[config.mk]
export PLATFORM = sky130hd
export DESIGN_NAME = lkvc_ctrl
export DESIGN_NICKNAME = d
export VERILOG_FILES = /design/src/lkvc_pkg.sv /design/src/lkvc_ctrl.sv
export SDC_FILE = /design/constraint.sdc
export NUM_CORES = 1
export LEC_CHECK = 0
export ABC_AREA = 1
export BUFFER_PORTS_ARGS = -buffer_cell sky130_fd_sc_hd__buf_2
export CORE_MARGIN = 4
export CORE_UTILIZATION = 33
export DETAILED_ROUTE_END_ITERATION = 16
export PLACE_DENSITY = 0.75
export SLEW_MARGIN = 20
export SYNTH_ARGS = -nofsm -noshare
export SYNTH_HDL_FRONTEND = slang
export SYNTH_SLANG_ARGS = --single-unit
[constraint.sdc]
create_clock -name clk -period 0.97 [get_ports clk]
set_input_delay 0.194 -clock clk [delete_from_list [all_inputs] [get_ports clk]]
set_output_delay 0.194 -clock clk [all_outputs]
set_load 0.1 [all_outputs]
[src/lkvc_pkg.sv]
`timescale 1ns / 1ps
`default_nettype none
// ----------------------------------------------------------------------------
// lkvc_pkg
// Shared types and constants for the keyed vector cache.
// ----------------------------------------------------------------------------
package lkvc_pkg;

  localparam int MAX_ENTRIES = 16;
  localparam int MAX_DIM     = 64;
  localparam int WORD_BITS   = 32;
  localparam int KEY_BITS    = 32;
  localparam int SLOT_W      = 4;
  localparam int IDX_W       = 6;
  localparam int CNT_W       = 7;
  localparam int OCC_W       = 5;
  localparam int CFG_W       = 7;

  localparam logic CFG_CAPACITY  = 1'b0;
  localparam logic CFG_EMBED_DIM = 1'b1;

  typedef enum logic [1:0] {
    CMD_STORE    = 2'd0,
    CMD_LOOKUP   = 2'd1,
    CMD_CONTAINS = 2'd2,
    CMD_CLEAR    = 2'd3
  } cmd_t;

  typedef enum logic [3:0] {
    S_IDLE,
    S_EXEC,
    S_FIND,
    S_DISPATCH,
    S_ALLOC,
    S_COPY,
    S_COPY_END,
    S_RD,
    S_LD,
    S_OUT
  } state_t;

  typedef struct packed {
    logic latch_in;
    logic stage_wr;
    logic find;
    logic touch;
    logic evict;
    logic alloc;
    logic clear;
    logic cnt_clr;
    logic cnt_inc;
    logic vec_rd;
    logic copy_rd;
    logic out_load;
  } dp_cmd_t;

  typedef struct packed {
    cmd_t cmd;
    logic stage_done;
    logic found;
    logic need_evict;
    logic cnt_last;
    logic out_free;
  } dp_stat_t;

endpackage
`default_nettype wire

[src/lkvc_ctrl.sv]
`timescale 1ns / 1ps
`default_nettype none
// ----------------------------------------------------------------------------
// lkvc_ctrl
// Sequencer for store, lookup, contains and clear transactions.
// ----------------------------------------------------------------------------
module lkvc_ctrl (
  input  wire               clk,
  input  wire               rst,
  input  wire               in_valid,
  output logic              in_ready,
  input  lkvc_pkg::dp_stat_t stat,
  output lkvc_pkg::dp_cmd_t  cmd
);

  lkvc_pkg::state_t state, state_next;

  always_ff @(posedge clk) begin
    if (rst) begin
      state <= lkvc_pkg::S_IDLE;
    end else begin
      state <= state_next;
    end
  end

  always_comb begin
    state_next = state;
    cmd        = '0;
    in_ready   = 1'b0;
    case (state)
      lkvc_pkg::S_IDLE: begin
        in_ready = 1'b1;
        if (in_valid) begin
          cmd.latch_in = 1'b1;
          state_next   = lkvc_pkg::S_EXEC;
        end
      end
      lkvc_pkg::S_EXEC: begin
        case (stat.cmd)
          lkvc_pkg::CMD_STORE: begin
            cmd.stage_wr = 1'b1;
            state_next   = stat.stage_done ? lkvc_pkg::S_FIND : lkvc_pkg::S_IDLE;
          end
          lkvc_pkg::CMD_CLEAR: begin
            cmd.clear  = 1'b1;
            state_next = lkvc_pkg::S_OUT;
          end
          default: state_next = lkvc_pkg::S_FIND;
        endcase
      end
      lkvc_pkg::S_FIND: begin
        cmd.find   = 1'b1;
        state_next = lkvc_pkg::S_DISPATCH;
      end
      lkvc_pkg::S_DISPATCH: begin
        case (stat.cmd)
          lkvc_pkg::CMD_STORE: begin
            if (stat.found) begin
              cmd.touch   = 1'b1;
              cmd.cnt_clr = 1'b1;
              state_next  = lkvc_pkg::S_COPY;
            end else begin
              cmd.evict  = stat.need_evict;
              state_next = lkvc_pkg::S_ALLOC;
            end
          end
          lkvc_pkg::CMD_LOOKUP: begin
            if (stat.found) begin
              cmd.touch   = 1'b1;
              cmd.cnt_clr = 1'b1;
              state_next  = lkvc_pkg::S_RD;
            end else begin
              state_next = lkvc_pkg::S_OUT;
            end
          end
          default: state_next = lkvc_pkg::S_OUT;
        endcase
      end
      lkvc_pkg::S_ALLOC: begin
        cmd.alloc   = 1'b1;
        cmd.cnt_clr = 1'b1;
        state_next  = lkvc_pkg::S_COPY;
      end
      lkvc_pkg::S_COPY: begin
        cmd.copy_rd = 1'b1;
        cmd.cnt_inc = 1'b1;
        if (stat.cnt_last) state_next = lkvc_pkg::S_COPY_END;
      end
      lkvc_pkg::S_COPY_END: begin
        // last staged word lands in the vector memory this cycle
        state_next = lkvc_pkg::S_OUT;
      end
      lkvc_pkg::S_RD: begin
        cmd.vec_rd = 1'b1;
        state_next = lkvc_pkg::S_LD;
      end
      lkvc_pkg::S_LD: begin
        if (stat.out_free) begin
          cmd.out_load = 1'b1;
          if (stat.cnt_last) begin
            state_next = lkvc_pkg::S_IDLE;
          end else begin
            cmd.cnt_inc = 1'b1;
            state_next  = lkvc_pkg::S_RD;
          end
        end
      end
      lkvc_pkg::S_OUT: begin
        if (stat.out_free) begin
          cmd.out_load = 1'b1;
          state_next   = lkvc_pkg::S_IDLE;
        end
      end
      default: state_next = lkvc_pkg::S_IDLE;
    endcase
  end

endmodule
`default_nettype wire

==> impl_results.md, run 1 <==
* Log Error: [ERROR DPL-0033] detailed placement checks failed during check placement.
* Largest net degree at the start of global routing at 7
* Most common cell in the netlist: nand2_1
* Area share of the largest cell type after synthesis at 0.179
* Initial Util at 0.349
* Status: aborted with a tool error
* Die W at 44.8 um
* Worst ep type: primary output
* Mapped Cells at 81
* Post-synth top cells: nand2_1 (20), inv_1 (18), nor2_1 (12), nand3_1 (5), dfxtp_1 (4)
* Synthesized netlist net count at 91
* Mean Syn Cell Area at 5.53 um2
* Async SR Flop Fraction at 0
* Yosys warnings at 0
* Number of enable flip-flop cells after synthesis at 0
* Clk sinks at 4
* Chip height at 44.8 um
* CTS Hold Buffers Added at 0
* CTS Buffer Depth at 2
* Placed instance area at 1030 um2
* FF+latch count, synth at 4
* Num CTS Buffers at 3
* Synth area leaders: dfxtp_1 (18%), nand2_1 (17%), inv_1 (15%)
* # port buffers at 22
* I/O pin cnt at 23
* Cell taking the most area after synthesis: dfxtp_1
* Worst EP post-GRT repair: cmd[7]
* Max H-tree Level at 1
* HPWL after DPL at 1500 um
* Failed at: global routing
* Mapped Area at 448 um2
* Final GP Congestion at 0.857
* Root Driver: clkbuf_4
* Count of cell types in the netlist at 19
* Most frequently used flop master after synthesis: dfxtp_1
* Antenna violations before repair at 0
* Post-synthesis sequential area ratio at 0.179
* Row cnt at 13
[stage by stage]
stage	std cells	setup slack, ns
global placement	134	-0.325
detailed placement	134	-0.348
CTS	141	-0.525
floorplan	81	-0.720
[cell families after synthesis]
logic type,Yosys count,share of synthesized area
AND/OR/NAND/NOR,49,0.547
buffers and inverters,19,0.159
AO/OA/AOI/OAI,9,0.115
flip-flops,4,0.179
[timing repair]
item | in CTS
pin swaps | 10
resized for setup | 22
setup endpoints to repair | 17
buffers inserted | 4
==> run 2: changes to the inputs <==
--- a/config.mk
+++ b/config.mk
@@ -7,10 +7,10 @@
 export LEC_CHECK = 0
 export ABC_AREA = 1
 export BUFFER_PORTS_ARGS = -buffer_cell sky130_fd_sc_hd__buf_2
-export CORE_MARGIN = 4
-export CORE_UTILIZATION = 33
+export CORE_AREA = 4 4 65 67
 export DETAILED_ROUTE_END_ITERATION = 16
-export PLACE_DENSITY = 0.75
+export DIE_AREA = 0 0 69 71
+export PLACE_DENSITY_LB_ADDON = 0.15
 export SLEW_MARGIN = 20
 export SYNTH_ARGS = -nofsm -noshare
 export SYNTH_HDL_FRONTEND = slang
==> constraint.sdc (replaced) <==
create_clock -name clk -period 1.3 [get_ports clk]
set_input_delay 0.26 -clock clk [delete_from_list [all_inputs] [get_ports clk]]
set_output_delay 0.26 -clock clk [all_outputs]
set_load 0.1 [all_outputs]
==> run 2 against run 1 <==
- the flow now finishes, with violations (negative setup slack)
- synthesized cell count stayed put
- synthesized area unchanged
==> impl_results.md, run 2 <==
* Status: finished with violations
* Failing checks: negative setup slack
* Pwr dens at 1110 nW/um2
* Clk sinks at 4 (unchanged)
* Final #Nets at 139
* Worst skew pair latency at 0.22 ns
* Synth area leaders: dfxtp_1 (18%), nand2_1 (17%), inv_1 (15%)
* Critical-path cell list: nor2_1 -> buf_4 -> nand3_4 -> o21ai_4 -> buf_12
* R2R depth at 8
* Vias in the first global route at 652
* XOR/XNOR share of the synthesized area at 0 (unchanged)
* Root Driver: clkbuf_8
* Congestion Overflow GR at 0
* Antenna violations before repair at 0
* R2R Setup Slk at 0 ns
* RR Startpoint: state[3]$_SDFFE_PP0P_
* Most frequently used flop master after synthesis: dfxtp_1
* Slowest-stage cell, CP: dfxtp_4
* HPWL after DPL at 1480 um (-1.2%)
* Highest Clock Rate at 0.656 GHz
* Biggest register: state
* FF+latch count, synth at 4 (unchanged)
* Area share of the largest cell type after synthesis at 0.179 (unchanged)
* Critical Path Sink: cmd[4]
* Largest net degree at the start of global routing at 8
* CP Launch Point: state[3]$_SDFFE_PP0P_
* Initial Util at 0.123 (-0.225)
* R2R Path End: state[0]$_SDFFE_PP0P_
* Dpl ws at -0.0845 ns (+0.264 ns)
* Routed Wire Length at 1770 um
* Yosys warnings at 0 (unchanged)
* GRT Total Usage at 0.0753
* Share of cells above drive strength 1 at 0.693
* Routed wire per std cell at 10.1 um
* Clock transition at the registers of the reported paths at 0.03 ns
* Via count at 663
* First-pass GRT wire length at 3000 um
* Critical path capture point type: output pin
* First-pass DRT Iterations at 4
* Chip height at 71 um (+58%)
* Num CTS Buffers at 3 (unchanged)
* Mapped Cells at 81 (unchanged)
* Setup violations, final at 14
* # DRC at 0
* Pleak at 0.000526 uW
* Post-Synth Simple-Gate Area at 0.547 (unchanged)
* Drt initial violations at 6
* Count of cell types in the netlist at 19 (unchanged)
* Fillers at 402
* Synthesized netlist net count at 91 (unchanged)
* Mapped Area at 448 um2 (unchanged)
* Post-synthesis mux area share at 0 (unchanged)
* Crit start category: register
* Mean Syn Cell Area at 5.53 um2 (unchanged)
* Cell taking the most area after synthesis: dfxtp_1
* Max incr delay on CP at 0.35 ns
* Row cnt at 22 (+9)
* Die area at 4900 um2
* Largest family of logic cells by synthesized area: simple AND/OR/NAND/NOR gates
* Compound-gate portion of the synthesized area at 0.115 (unchanged)
* Max FFs per register at 4
* Area Overhead vs Synth at 175%
* RSZ-0062 raised after global routing: true
* Post-synth top cells: nand2_1 (20), inv_1 (18), nor2_1 (12), nand3_1 (5), dfxtp_1 (4)
* CTS tree: done
* I/O pin cnt at 23 (unchanged)
* N_diodes at 0
* Setup CP Type: register to output pin
* WP data arrival at 1.26 ns
* Post-route insts no fill at 175
* CP required at 1.04 ns
* Fin crit share at 1.17
* Worst-path maximum fanout at 4
* CORE AREA at 3630 um2
* Number of enable flip-flop cells after synthesis at 0 (unchanged)
* Via/cell ratio at 3.79
* Final ANT Viol Nets at 0
* Final Max Tran Viols at 0
* Commonest non-fill, non-tap cell in the layout: buf_4
* Die W at 69 um (+54%)
* VDD IR max at 0.376 mV
* Setup TNS at -2.26 ns
* Max H-tree Level at 1 (unchanged)
* # port buffers at 22 (unchanged)
* Setup ws final at -0.224 ns
* CTS Buffer Depth at 2 (unchanged)
* Hold Crit Class: input port to register
* Async SR Flop Fraction at 0 (unchanged)
* Largest regs: state: 4 flops
* Dpl cells at 165 (+23%)
* Slew headroom at 0.831
* Commonest non-fill, non-tap cells in the layout: buf_4 (16), nand2_1 (15), buf_12 (13)
* Post-synthesis sequential area ratio at 0.179 (unchanged)
* Final worst path period need at 1.52 ns
* Most common cell in the netlist: nand2_1
* Max cap viols at 0
* Final GP Congestion at 0.733 (-15%)
* Slew @ Worst Pin at 0.252 ns
* Final hold vios at 0
* Clock skew at 0.00199 ns
* Post-Synth Adder-Cell Area at 0 (unchanged)
## run 2: cell counts after synthesis
Identical to the previous run, type by type.
## run 2: critical path: cells and delay by family (launching register included)
| family | cells | cell delay [ns] |
|---|---|---|
| flops | 1 | 0.35 |
| buf+inv | 2 | 0.35 |
| simple gates | 2 | 0.20 |
| compound gates | 1 | 0.16 |
## run 2: worst min path at each step
stage / start / endpoint / slack [ns] / cells past startpoint
3_5_place_dp: rst / state[1]$_SDFFE_PP0P_ / 0.48 / 2
3_3_place_gp: rst / state[1]$_SDFFE_PP0P_ / 0.48 / 2
4_1_cts: rst / state[1]$_SDFFE_PP0P_ / 0.25 / 2
5_1_grt: rst / state[1]$_SDFFE_PP0P_ / 0.25 / 2
6_report: rst / state[1]$_SDFFE_PP0P_ / 0.25 / 2
2_1_floorplan: rst / state[2]$_SDFFE_PP0P_ / 0.32 / 1
## run 2: through the flow
stage	hold WS, ns	area [um2]	total power, uW	utilization
floorplan	0.322	569	688	-
global placement	0.478	1040	994	0.286
detailed placement	0.481	1040	995	0.286
CTS	0.251	1180	1330	0.325
global route	0.251	1230	1450	0.339
finish	0.246	1230	1370	0.339
## run 2: what timing repair did
action | in CTS | in global routing
setup buffers | 6 | 3
hold buffers | 0 | 0
gates resized for setup | 17 | 13
pin swaps | 11 | 9
endpoints found under the setup margin | 15 | 16
## run 2: final cells by class
class | count | area, um2 | share of cell area
clock buffer | 3 | 41.3 | 0.0335
inverter | 19 | 91.3 | 0.0742
multi-input combinational | 58 | 464 | 0.377
sequential | 4 | 92.6 | 0.0752
tap | 48 | 60.1 | 0.0488
timing repair buffer | 43 | 482 | 0.391
## run 2: kinds of logic (layout without fill, tap and decap cells)
kind of cell    after synthesis  count (layout)
simple gates                 49              49
buf+inv                      19              65
compound gates                9               9
flops                         4               4
## run 2: report_power, final
part	internal (uW)	switching, uW	total, uW
clock	197	61.2	258
sequential	148	44.4	193
combinational	356	564	919
## run 2: per-layer routing
| layer | global-route usage | vias up | wire (um) |
|---|---|---|---|
| li1 | - | 348 | - |
| met1 | 0.0882 | 298 | 754 |
| met2 | 0.126 | 15 | 914 |
| met3 | 0.0241 | 2 | 88 |
| met4 | 0.0325 | 0 | 10 |
| met5 | 0 | - | 0 |
No activity file was read; power rests on OpenSTA's default activity.
==> run 3: changes to the inputs <==
--- a/config.mk
+++ b/config.mk
@@ -11,6 +11,7 @@
 export DETAILED_ROUTE_END_ITERATION = 16
 export DIE_AREA = 0 0 69 71
 export PLACE_DENSITY_LB_ADDON = 0.15
+export SKIP_CTS_REPAIR_TIMING = 1
 export SLEW_MARGIN = 20
 export SYNTH_ARGS = -nofsm -noshare
 export SYNTH_HDL_FRONTEND = slang
==> constraint.sdc (replaced) <==
create_clock -name clk -period 1.5 [get_ports clk]
set_input_delay 0.3 -clock clk [delete_from_list [all_inputs] [get_ports clk]]
set_output_delay 0.3 -clock clk [all_outputs]
set_load 0.1 [all_outputs]
==> run 3 against run 2 <==
- the flow still finishes with violations (negative setup slack)
- non-clock buffer count shrank 5
- critical endpoint is now cmd[3]
- clock power decreased by 13%
- critical path depth is the same
- largest cell class is now multi-input combinational cells
==> impl_results.md, run 3 (same netlist as run 2, synthesis figures left out) <==
* R2R Setup Slk at 0.21 ns (+0.21 ns)
* GRT Total Usage at 0.0707 (-0.00464)
* Setup CP Type: register to output pin
* # port buffers at 22 (unchanged)
* Critical path capture point type: output pin
* Failing checks: negative setup slack
* CTS Buffer Depth at 2 (unchanged)
* Via/cell ratio at 3.75 (-0.94%)
* Num CTS Buffers at 3 (unchanged)
* Final GP Congestion at 0.755 (+3.1%)
* Hold Crit Class: input port to register
* Slew headroom at 0.830 (about the same)
* Row cnt at 22 (unchanged)
* Max H-tree Level at 1 (unchanged)
* WP data arrival at 1.26 ns (about the same)
* Util after Layout at 0.327 (-0.0117)
* Top Family by Delay on Critical Path: flip-flops
* CP required at 1.20 ns (+0.16 ns)
* Clock skew at 0.00466 ns (+0.00268 ns)
* Drt initial violations at 9 (+3)
* Initial Util at 0.123 (unchanged)
* Crit start category: register
* Final worst path period need at 1.56 ns
* Routed wire per std cell at 10.2 um (+0.85%)
* Share of cells above drive strength 1 at 0.672 (-0.0208)
* I/O pin cnt at 23 (unchanged)
* Via count at 638 (-3.8%)
* # DRC at 0 (unchanged)
* CTS tree: done
* Slowest-stage cell, CP: dfxtp_4
* Congestion Overflow GR at 0 (unchanged)
* First-pass DRT Iterations at 4 (unchanged)
* CORE AREA at 3630 um2 (unchanged)
* RSZ-0062 raised after global routing: true
* Dpl cells at 154 (-6.7%)
* Max incr delay on CP at 0.36 ns (about the same)
* Fin crit share at 1.04
* Dpl ws at 0.0873 ns (+0.172 ns)
* Routed Wire Length at 1730 um (-2.0%)
* VDD IR max at 0.235 mV (-38%)
* RR Startpoint: state[2]$_SDFFE_PP0P_
* Status: finished with violations
* Critical-path cell list: buf_4 -> nor2_4 -> nand3_2 -> o21ai_4 -> buf_12
* N_diodes at 0 (unchanged)
* Final Max Tran Viols at 0 (unchanged)
* Antenna violations before repair at 0 (unchanged)
* Pleak at 0.000504 uW (-4.1%)
* Vias in the first global route at 635 (-2.6%)
* Root Driver: clkbuf_8
* CP Launch Point: state[2]$_SDFFE_PP0P_
* Hold_sp: rst
* R2R Path End: state[1]$_SDFFE_PP0P_
* Setup violations, final at 6 (-8)
* First-pass GRT wire length at 2870 um (-4.4%)
* Hold slack at 0.289 ns (+0.0428 ns)
* Commonest non-fill, non-tap cell in the layout: buf_4
* Total Power at 1140 uW (-17%)
* Die area at 4900 um2 (unchanged)
* Pwr dens at 960 nW/um2 (-14%)
* Setup ws final at -0.0576 ns (+0.167 ns)
* Commonest non-fill, non-tap cells in the layout: buf_4 (16), nand2_1 (14), buf_12 (13)
* Die W at 69 um (unchanged)
* Highest Clock Rate at 0.642 GHz
* Clk sinks at 4 (unchanged)
* Hold Path End: state[2]$_SDFFE_PP0P_
* Buf/Inv on CP at 2 (unchanged)
* Final #Nets at 134 (-3.6%)
* Slew @ Worst Pin at 0.253 ns (+0.000816 ns)
* Biggest register: state
* Hold Crit Depth at 2 (unchanged)
* Largest net degree at the start of global routing at 8 (unchanged)
* Worst skew pair latency at 0.22 ns (about the same)
* Largest regs: state: 4 flops
* Worst-path maximum fanout at 4 (unchanged)
* Chip height at 71 um (unchanged)
* Post-route insts no fill at 170 (-2.9%)
* Max cap viols at 0 (unchanged)
* R2R depth at 9 (+1)
* Clock transition at the registers of the reported paths at 0.03 ns (about the same)
* Area Overhead vs Synth at 165%
* Max FFs per register at 4 (unchanged)
* Final ANT Viol Nets at 0 (unchanged)
* Final hold vios at 0 (unchanged)
* HPWL after DPL at 1380 um (-7.2%)
run 3: cell types whose count changed in the layout (fill, tap and decap cells not counted), moves of 2 or more:
cell / previous run / this run
nor2_4: 9 / 11
nand2_4: 4 / 2
inv_2: 4 / 2
nand2_2: 2 / 4
nor2_2: 3 / 0
buf_6: 5 / 0
run 3: where the power goes:
part           switching (uW)  internal (uW)  total, uW
clock                    52.9            171        224
combinational             468            273        741
sequential               48.6            128        176
total                     569            571       1140
run 3: worst max-delay path by stage:
stage,cells past startpoint,to,slack [ns]
6_report,5,cmd[3],-0.06
2_1_floorplan,2,cmd[0],-0.24
3_3_place_gp,4,cmd[3],0.1
4_1_cts,4,cmd[4],-0.15
5_1_grt,4,cmd[4],-0.11
3_5_place_dp,4,cmd[4],0.09
run 3: through the flow:
step / TNS, ns / area (um2)
finish: -0.198 / 1190
global route: -0.797 / 1190
CTS: -0.892 / 1010
global placement: 0 / 966
detailed placement: 0 / 966
floorplan: -0.836 / 578
run 3: cell type report:
class                   count  area [um2]
repair buffers             38         425
inverters                  19        96.3
multi-input cells          58         470
clock buffers               3        41.3
flip-flops and latches      4        95.1
fillers                   405        2440
well taps                  48        60.1
run 3: layer usage:
metal / vias to the layer above / global-route usage / part of all wire
met3: 2 / 0.0270 / 0.049
li1: 337 / - / -
met5: - / 0 / 0
met1: 283 / 0.0892 / 0.47
met4: 0 / 0.0195 / 0.0087
met2: 16 / 0.112 / 0.47
